**config.mk**
```make
export PLATFORM = sky130hd
export DESIGN_NAME = id_range_allocator_top
export DESIGN_NICKNAME = d
export VERILOG_FILES = /design/src/rtl/ira_pkg.sv /design/src/rtl/ira_marks.sv /design/src/rtl/ira_datapath.sv /design/src/rtl/ira_ctrl.sv /design/src/rtl/id_range_allocator_top.sv
export SDC_FILE = /design/constraint.sdc
export NUM_CORES = 2
export LEC_CHECK = 0
export BUFFER_PORTS_ARGS = -buffer_cell sky130_fd_sc_hd__buf_2
export CAP_MARGIN = 15
export CORE_MARGIN = 4
export CORE_UTILIZATION = 40
export DETAILED_ROUTE_END_ITERATION = 7
export GPL_ROUTABILITY_DRIVEN = 0
export SLEW_MARGIN = 20
export SYNTH_ARGS = -nofsm -noshare
export SYNTH_HDL_FRONTEND = slang
export SYNTH_HIERARCHICAL = 1
export SYNTH_SLANG_ARGS = --single-unit
```
**constraint.sdc**
```tcl
create_clock -name clock -period 9.9 [get_ports clock]
set_input_delay 0.495 -clock clock [delete_from_list [all_inputs] [get_ports clock]]
set_output_delay 0.495 -clock clock [all_outputs]
set_load 0.02 [all_outputs]
```
**src/rtl/ira_pkg.sv**
```systemverilog
// Shared types, constants and bit helpers for the id range allocator.
// No dependencies; every other file refers to it by scoped names.
package ira_pkg;

   localparam int ID_SPACE = 1024;
   localparam int ID_W     = 10;               // fixed width of target_id / result_id
   localparam int POS_W    = ID_W + 1;         // range bounds reach ID_SPACE
   localparam int WORD_W   = 16;
   localparam int BIT_W    = 4;
   localparam int ROWS     = ID_SPACE / WORD_W;
   localparam int ROW_W    = $clog2(ROWS);
   localparam int CNT_W    = BIT_W + 1;        // bit index that can also hold WORD_W

   localparam logic [1:0] OP_QUERY = 2'd0;
   localparam logic [1:0] OP_FREE  = 2'd1;
   localparam logic [1:0] OP_TAKE  = 2'd2;
   localparam logic [1:0] OP_CLAIM = 2'd3;

   typedef struct packed {
      logic [1:0]      operation;
      logic [ID_W-1:0] target_id;
   } req_type;

   typedef struct packed {
      logic [ID_W-1:0] result_id;
      logic            id_is_free;
      logic            status;
   } rsp_type;

   typedef struct packed {
      logic load;    // capture the request beat
      logic fetch;   // pick the sweep mode and issue the first word read
      logic exec;    // word data is present: evaluate and write back
   } cmd_type;

   typedef struct packed {
      logic last;    // this exec step ends the item
   } stat_type;

   // ones in bits below n, n in 0..WORD_W
   function automatic logic [WORD_W-1:0] low_mask(input logic [CNT_W-1:0] n);
      logic [WORD_W:0] full;
      full = ({{WORD_W{1'b0}}, 1'b1} << n) - {{WORD_W{1'b0}}, 1'b1};
      return full[WORD_W-1:0];
   endfunction

   // index of the lowest zero bit, WORD_W when there is none
   function automatic logic [CNT_W-1:0] lowest_zero(input logic [WORD_W-1:0] w);
      logic [CNT_W-1:0] r;
      r = CNT_W'(WORD_W);
      for (int i = WORD_W - 1; i >= 0; i--) begin
         if (!w[i]) r = CNT_W'(i);
      end
      return r;
   endfunction

endpackage

```
**src/rtl/ira_marks.sv**
```systemverilog
// Freed-id bitmap: ROWS words of WORD_W bits, one write and one registered read per cycle.
// Rows carry valid flops cleared by reset; an unwritten row reads as zero. Uses ira_pkg.
module ira_marks (
   input  logic                         clock,
   input  logic                         reset,
   input  logic                         wr_en,
   input  logic [ira_pkg::ROW_W-1:0]    wr_addr,
   input  logic [ira_pkg::WORD_W-1:0]   wr_data,
   input  logic [ira_pkg::ROW_W-1:0]    rd_addr,
   output logic [ira_pkg::WORD_W-1:0]   rd_word
);

   logic [ira_pkg::WORD_W-1:0] mem [ira_pkg::ROWS];
   logic [ira_pkg::WORD_W-1:0] rdata_ff;
   logic [ira_pkg::ROWS-1:0]   row_valid_ff;
   logic                       rvalid_ff;

   always_ff @(posedge clock) begin
      if (wr_en) mem[wr_addr] <= wr_data;
      rdata_ff <= mem[rd_addr];
   end

   always_ff @(posedge clock) begin
      if (reset) begin
         row_valid_ff <= '0;
         rvalid_ff    <= 1'b0;
      end else begin
         if (wr_en) row_valid_ff[wr_addr] <= 1'b1;
         rvalid_ff <= row_valid_ff[rd_addr];
      end
   end

   assign rd_word = rvalid_ff ? rdata_ff : '0;

endmodule

```
**src/rtl/ira_datapath.sv**
```systemverilog
// Range registers, request latch, word cursor and per-word evaluation of each operation.
// Holds the bitmap (ira_marks); driven by the controller through ira_pkg::cmd_type.
module ira_datapath (
   input  logic              clock,
   input  logic              reset,
   input  ira_pkg::cmd_type  cmd,
   input  ira_pkg::req_type  req_payload,
   output ira_pkg::stat_type stat,
   output ira_pkg::rsp_type  rsp_payload
);

   localparam logic [1:0] MODE_SINGLE  = 2'd0;
   localparam logic [1:0] MODE_ADVANCE = 2'd1;
   localparam logic [1:0] MODE_TAKE    = 2'd2;
   localparam logic [1:0] MODE_EXTEND  = 2'd3;

   localparam int ID_W  = ira_pkg::ID_W;
   localparam int POS_W = ira_pkg::POS_W;
   localparam int W     = ira_pkg::WORD_W;
   localparam int BW    = ira_pkg::BIT_W;
   localparam int RW    = ira_pkg::ROW_W;
   localparam int CW    = ira_pkg::CNT_W;

   logic [POS_W-1:0] first_ff, first_in, next_ff, next_in, f_ff, f_in;
   logic [1:0]       op_ff, mode_ff, mode_sel;
   logic [ID_W-1:0]  id_ff;
   logic [RW-1:0]    cursor_ff, cursor_in, start_row, rd_addr;
   ira_pkg::rsp_type rsp_ff, rsp_in;

   logic          wr_en;
   logic [W-1:0]  word, wr_data, onehot, clr, ext_mask;
   logic [POS_W-1:0] id_x, first_p1, newf;
   logic [ID_W-1:0]  id_m1;
   logic          empty, bit_set, is_last, at_end;
   logic [CW-1:0] z, tz;
   logic [BW-1:0] lo, hi;

   assign id_x     = {1'b0, id_ff};
   assign first_p1 = first_ff + POS_W'(1);
   assign empty    = (first_ff == next_ff);
   assign id_m1    = id_ff - ID_W'(1);
   assign onehot   = W'(1) << id_ff[BW-1:0];
   assign bit_set  = word[id_ff[BW-1:0]];
   assign at_end   = (cursor_ff == {RW{1'b1}});

   // sweep mode and first row, decided once the request and range are settled
   always_comb begin
      mode_sel  = MODE_SINGLE;
      start_row = id_ff[ID_W-1:BW];
      if (op_ff == ira_pkg::OP_TAKE) begin
         mode_sel  = MODE_TAKE;
         start_row = '0;
      end else if (op_ff == ira_pkg::OP_FREE && !empty && id_x == first_ff) begin
         mode_sel  = MODE_ADVANCE;
         start_row = first_p1[BW+RW-1:BW];
      end else if (op_ff == ira_pkg::OP_CLAIM && !empty && id_x > next_ff) begin
         mode_sel  = MODE_EXTEND;
         start_row = next_ff[BW+RW-1:BW];
      end
   end

   assign rd_addr = cmd.fetch ? start_row : cursor_ff + RW'(1);

   ira_marks u_marks (
      .clock   (clock),
      .reset   (reset),
      .wr_en   (wr_en),
      .wr_addr (cursor_ff),
      .wr_data (wr_data),
      .rd_addr (rd_addr),
      .rd_word (word)
   );

   // advance helpers: run of marks from the bit of f upward
   assign z    = ira_pkg::lowest_zero(word | ira_pkg::low_mask({1'b0, f_ff[BW-1:0]}));
   assign clr  = ~ira_pkg::low_mask({1'b0, f_ff[BW-1:0]}) & ira_pkg::low_mask(z);
   assign newf = {1'b0, cursor_ff, {BW{1'b0}}} + POS_W'(z);
   assign tz   = ira_pkg::lowest_zero(~word);

   // extend helpers: mark next .. id-1 within this row
   assign lo       = (cursor_ff == next_ff[BW+RW-1:BW]) ? next_ff[BW-1:0] : '0;
   assign hi       = (cursor_ff == id_m1[ID_W-1:BW]) ? id_m1[BW-1:0] : {BW{1'b1}};
   assign ext_mask = ~ira_pkg::low_mask({1'b0, lo}) & ira_pkg::low_mask({1'b0, hi} + CW'(1));

   always_comb begin
      wr_en     = 1'b0;
      wr_data   = word;
      is_last   = 1'b0;
      first_in  = first_ff;
      next_in   = next_ff;
      f_in      = f_ff;
      cursor_in = cursor_ff;
      rsp_in    = '0;
      if (cmd.fetch) begin
         cursor_in = start_row;
         f_in      = first_p1;
      end else if (cmd.exec) begin
         cursor_in = cursor_ff + RW'(1);
         unique case (mode_ff)
            MODE_SINGLE: begin
               is_last = 1'b1;
               case (op_ff)
                  ira_pkg::OP_QUERY:
                     rsp_in.id_is_free = (id_x < first_ff) || (id_x >= next_ff) || bit_set;
                  ira_pkg::OP_FREE:
                     if (!(id_x < first_ff || id_x >= next_ff || empty || bit_set)) begin
                        wr_en   = 1'b1;
                        wr_data = word | onehot;
                     end
                  ira_pkg::OP_CLAIM:
                     if (id_x <= first_ff) begin
                        rsp_in.status = 1'b1;
                     end else if (id_x >= next_ff) begin
                        if (empty) first_in = id_x;
                        next_in = id_x + POS_W'(1);
                     end else if (!bit_set) begin
                        rsp_in.status = 1'b1;
                     end else begin
                        wr_en   = 1'b1;
                        wr_data = word & ~onehot;
                     end
                  default: ;
               endcase
            end
            MODE_ADVANCE: begin
               if (f_ff >= next_ff) begin
                  is_last  = 1'b1;
                  first_in = '0;
                  next_in  = '0;
               end else begin
                  wr_en   = 1'b1;
                  wr_data = word & ~clr;
                  if (z != CW'(W) || at_end) begin
                     is_last = 1'b1;
                     if (newf >= next_ff) begin
                        first_in = '0;
                        next_in  = '0;
                     end else begin
                        first_in = newf;
                     end
                  end else begin
                     f_in = {1'b0, cursor_ff + RW'(1), {BW{1'b0}}};
                  end
               end
            end
            MODE_TAKE: begin
               if (word != '0) begin
                  is_last          = 1'b1;
                  wr_en            = 1'b1;
                  wr_data          = word & (word - W'(1));
                  rsp_in.result_id = {cursor_ff, tz[BW-1:0]};
               end else if (at_end) begin
                  is_last       = 1'b1;
                  rsp_in.status = 1'b1;
               end
            end
            MODE_EXTEND: begin
               wr_en   = 1'b1;
               wr_data = word | ext_mask;
               if (cursor_ff == id_m1[ID_W-1:BW]) begin
                  is_last = 1'b1;
                  next_in = id_x + POS_W'(1);
               end
            end
            default: ;
         endcase
      end
   end

   always_ff @(posedge clock) begin
      if (reset) begin
         first_ff <= '0;
         next_ff  <= '0;
      end else begin
         first_ff <= first_in;
         next_ff  <= next_in;
      end
   end

   always_ff @(posedge clock) begin
      if (cmd.load) begin
         op_ff <= req_payload.operation;
         id_ff <= req_payload.target_id;
      end
      if (cmd.fetch) mode_ff <= mode_sel;
      if (cmd.exec && is_last) rsp_ff <= rsp_in;
      cursor_ff <= cursor_in;
      f_ff      <= f_in;
   end

   assign stat.last   = is_last;
   assign rsp_payload = rsp_ff;

endmodule

```
**src/rtl/ira_ctrl.sv**
```systemverilog
// Controller: accepts a request beat, sequences fetch and word steps, raises the result strobe.
// Talks to ira_datapath through ira_pkg::cmd_type and ira_pkg::stat_type.
module ira_ctrl (
   input  logic              clock,
   input  logic              reset,
   input  logic              start,
   input  ira_pkg::stat_type stat,
   output ira_pkg::cmd_type  cmd,
   output logic              busy,
   output logic              rsp_strobe
);

   localparam logic [1:0] ST_IDLE  = 2'd0;
   localparam logic [1:0] ST_FETCH = 2'd1;
   localparam logic [1:0] ST_EXEC  = 2'd2;

   logic [1:0] state_ff, state_in;
   logic       strobe_ff;

   always_comb begin
      state_in = state_ff;
      unique case (state_ff)
         ST_IDLE:  if (start) state_in = ST_FETCH;
         ST_FETCH: state_in = ST_EXEC;
         ST_EXEC:  if (stat.last) state_in = ST_IDLE;
         default:  state_in = ST_IDLE;
      endcase
   end

   assign cmd.load  = (state_ff == ST_IDLE) && start;
   assign cmd.fetch = (state_ff == ST_FETCH);
   assign cmd.exec  = (state_ff == ST_EXEC);

   always_ff @(posedge clock) begin
      if (reset) begin
         state_ff  <= ST_IDLE;
         strobe_ff <= 1'b0;
      end else begin
         state_ff  <= state_in;
         strobe_ff <= cmd.exec && stat.last;
      end
   end

   assign busy       = (state_ff != ST_IDLE);
   assign rsp_strobe = strobe_ff;

endmodule

```
**src/rtl/id_range_allocator_top.sv**
```systemverilog
// Top level of the id range allocator: controller (ira_ctrl) plus datapath (ira_datapath).
// Uses ira_pkg for payload and command types.
//
//   channel  ports                       handshake
//   request  start, busy, req_payload    beat taken when start && !busy
//   result   rsp_strobe, rsp_payload     one-cycle strobe, receiver cannot stall
//
// An item occupies a fetch step and then a word step for each 16-bit bitmap word it touches;
// the strobe is registered and rises in the cycle after the last word step, when busy is already low again.
// Query, free of an inner id and claim in or next to the range touch a single word.
// Take-lowest, free of the first id and claim past the range sweep successive words.
// The bitmap's separate word read port and word write port limit each step to one word.
// Synchronous reset clears the range and all row valid flags at once; no clearing pass.
module id_range_allocator_top (
   input  logic             clock,
   input  logic             reset,
   input  logic             start,
   output logic             busy,
   input  ira_pkg::req_type req_payload,
   output logic             rsp_strobe,
   output ira_pkg::rsp_type rsp_payload
);

   ira_pkg::cmd_type  cmd;
   ira_pkg::stat_type stat;

   ira_ctrl u_ctrl (
      .clock      (clock),
      .reset      (reset),
      .start      (start),
      .stat       (stat),
      .cmd        (cmd),
      .busy       (busy),
      .rsp_strobe (rsp_strobe)
   );

   ira_datapath u_datapath (
      .clock       (clock),
      .reset       (reset),
      .cmd         (cmd),
      .req_payload (req_payload),
      .stat        (stat),
      .rsp_payload (rsp_payload)
   );

endmodule

```
==> results.md <==
* Synthesized flop and latch total at approximately 1.2k
* Crit share post-route at 0.648
* Area grow syn2layout at 13.0%
* CORE AREA at 0.124 mm2
* Die ar. at 0.131 mm2
* CP Class: flop to flop
* Clk slew on worst S/H paths at 0.06 ns
* Setup TNS Final at 0 ns
* Ys flop type: edfxtp_1
* Core Rows at 129
* Outcome: finished clean
* Die Ht at 363 um
* First-pass GRT wire length at about 200 mm
* Reg-to-reg critical path endpoint: u_datapath/u_marks/rdata_ff[4]$_DFF_P_
* FF-to-FF setup slack at 3.48 ns
* Clock sinks at 1173
* P_leak at roughly 18 nW
* Post-DP HPWL at roughly 84 mm
* TritonCTS buffer count at 115
* Crit end category: flop
* Worst min-delay path startpoint: start
* Layout cells sized above 1 at 0.214
* H-tree Lvls at 3
* TritonCTS clock tree: done
* Max-Slew Margin vs Limit at 0.237
* Maximum root-to-sink buffer count at 3
* Final wirelength at between 100 and 150 mm
* Post-synth EDFFs at around 1.1k
* Pin count of the biggest net entering global routing at 106
* DR pass1 iterations at 6
* RSZ-0062 raised after global routing: no
* Vias in the first global route at 28.5k
* Min-Delay Path Class: input pin to flop
* Crit. Startpoint: u_datapath/id_ff[2]$_DFFE_PP_
* Wirelength per Cell at 28.3 um
* Actual slew at the worst max-slew pin at 1.14 ns
* Die Width at 363 um
* FF-to-FF Start: u_datapath/id_ff[2]$_DFFE_PP_
* Setup violators final at 0
* Iter 0 DRT Violations at approximately 3.8k
* Overall Global Routing Usage at 0.209
* Distinct cell type count after synthesis at 93
* CP max FO at 53
* # IOs at 29
* Fin. Hold Viols at 0
* Most common cell after layout, fill and taps aside: edfxtp_1
* Post-CTS Setup Bufs at 0
* Syn_area_per_cell at 16.4 um2
* Vias per inst at 5.99
* Asr flop ratio synth at 0
* Reg2Reg Depth at 14
* Syn Std Cell Area at between 0.05 and 0.06 mm2
* Skew final at approximately 0.049 ns
* CTS resizes at 0
* Mapped Cells at 3068
* GRT overflow at 0
* Fillers at 10.7k
* Fin area at 0.0568 mm2
* I/O Buffers at 28
* Post-DRT Antenna Nets at 0
* Max Fclk at 156 MHz
* Syn nets at about 3.1k
* Power Dens Cells at 218 mW/mm2
* Sequential share of the synthesized area at 0.680
* Root Driver: clkbuf_16
* Max VDD drop at 0.170 mV
* Max Slew Vio Count at 0
* Critical Path Start Type: flop
* Final Core Density at 0.457
* Final worst path period need at 6.42 ns
* Yosys warnings at 6
* Starting density of the core at 0.405
* Max_cap viols at 0
* Layout Nets at 3231
* Clk_lat worst skew at 0.74 ns
* Initial antenna violation count at 2
* Critical path arrival at slightly above 7 ns
* Detailed-route via count at between 20k and 30k
* Most frequent cells in the layout: 1067 x edfxtp_1, 259 x mux4_2, 218 x nor2_1
* Worst Hold Depth at 2
* Hold Path End: u_datapath/id_ff[7]$_DFFE_PP_
* Req. time, crit path at 10.54 ns
* Hold-fix buffers, CTS at 12
* Post-DP Area at roughly 0.053 mm2
* Drc violations at 0
critical path, stage by stage (launching register included):
cell and delay (ns):
edfxtp_1 0.83, ha_1 0.39, a21oi_1 0.12, o21ai_0 0.11, a41o_1 0.31, and2_0 0.18
o2111ai_1 0.70, o2bb2ai_1 0.27, o32ai_4 0.92, buf_12 0.45, mux4_2 0.31, o22a_1 0.19
o221ai_1 0.33, nor4_1 0.91, a31o_1 0.20
Yosys cell counts (16+ instances only):
cell type	count	area [um2]
and2_1	36	225
ha_1	61	763
clkbuf_1	107	402
xnor2_1	41	359
a221oi_1	17	149
mux2_2	28	315
a22oi_1	21	158
o21ai_0	65	325
nor4_1	33	206
a21oi_1	71	355
and3_1	16	100
nor3_1	35	175
nand2_1	135	507
mux2i_1	42	420
dfxtp_1	106	2120
mux4_2	259	5830
nand3_1	63	315
o22ai_1	36	225
a211oi_1	20	150
nor2_1	251	942
a31oi_1	21	131
o211ai_1	30	225
nor2b_1	27	169
inv_1	50	188
o221ai_1	20	175
xor2_1	16	140
edfxtp_1	1067	32000
buf_2	38	190
o31ai_1	24	180
nand4_1	25	156
buf_4	28	210
how the worst max path moves through the flow:
stage / slack, ns / cells after the start / end
final: 3.48 / 14 / u_datapath/u_marks/rdata_ff[4]$_DFF_P_
after global routing: 3.10 / 16 / u_datapath/u_marks/rdata_ff[10]$_DFF_P_
after CTS: 3.47 / 14 / u_datapath/u_marks/rdata_ff[4]$_DFF_P_
after detailed placement: 3.57 / 14 / u_datapath/u_marks/rdata_ff[4]$_DFF_P_
after global placement: 3.35 / 15 / u_datapath/u_marks/rdata_ff[7]$_DFF_P_
after floorplan: 1.81 / 14 / u_datapath/u_marks/mem[0][14]$_DFFE_PP_
state kept, by name (all words and copies together), names as in the netlist, 2 cells and up:
register / cells
u_datapath/next_ff: 11
u_datapath/first_ff: 11
u_datapath/cursor_ff: 6
u_datapath/f_ff: 11
u_datapath/u_marks/mem: 1024
u_ctrl/state_ff: 2
u_datapath/rsp_payload: 12
u_datapath/mode_ff: 2
u_datapath/id_ff: 10
u_datapath/u_marks/rdata_ff: 16
u_datapath/u_marks/row_valid_ff: 64
u_datapath/op_ff: 2
layer usage:
layer  part of all wire  track usage  vias to the layer above
li1                   -            -                    12500
met1               0.42        0.304                    15200
met2               0.46        0.325                     1384
met3              0.089       0.0388                      207
met4              0.027       0.0555                        2
met5            0.00010            0                        -
kinds of logic after synthesis:
group | Yosys count | share of synthesized area
muxes | 333 | 0.132
DFF | 1173 | 0.680
buffers and inverters | 244 | 0.0235
adders and majority gates | 61 | 0.0152
xor gates and xnor gates | 57 | 0.00993
AOI/OAI and AO/OA | 484 | 0.0692
and+or+nand+nor | 715 | 0.0701
other | 1 | 0.0000746
final cells by class:
| class | count | area [um2] | share of cell area |
|---|---|---|---|
| clock buffer | 164 | 3250 | 0.0572 |
| antenna | 1 | 2.50 | 0.0000440 |
| clock inverter | 54 | 504 | 0.00888 |
| tap | 1637 | 2050 | 0.0361 |
| timing repair buffer | 163 | 1300 | 0.0229 |
| sequential | 1173 | 34200 | 0.601 |
| multi-input combinational | 1651 | 15400 | 0.270 |
| inverter | 51 | 191 | 0.00337 |
power by group:
group | total, mW | internal [mW] | switching, mW
Sequential | 5.78 | 5.71 | 0.0747
Combinational | 2.27 | 0.765 | 1.50
Clock | 4.34 | 2.49 | 1.85
per-stage QoR:
stage | setup slack, ns | cells | hold slack [ns] | power [mW]
finish | 3.48 | 4894 | 0.211 | 12.4
floorplan | 1.81 | 3068 | 0.435 | 7.28
CTS | 3.47 | 4891 | 0.167 | 12.4
global route | 3.10 | 4893 | 0.198 | 12.8
detailed placement | 3.57 | 4661 | 0.455 | 8.12
global placement | 3.35 | 4661 | 0.445 | 8.11
Note: power is estimated with default switching activity, not from simulation.
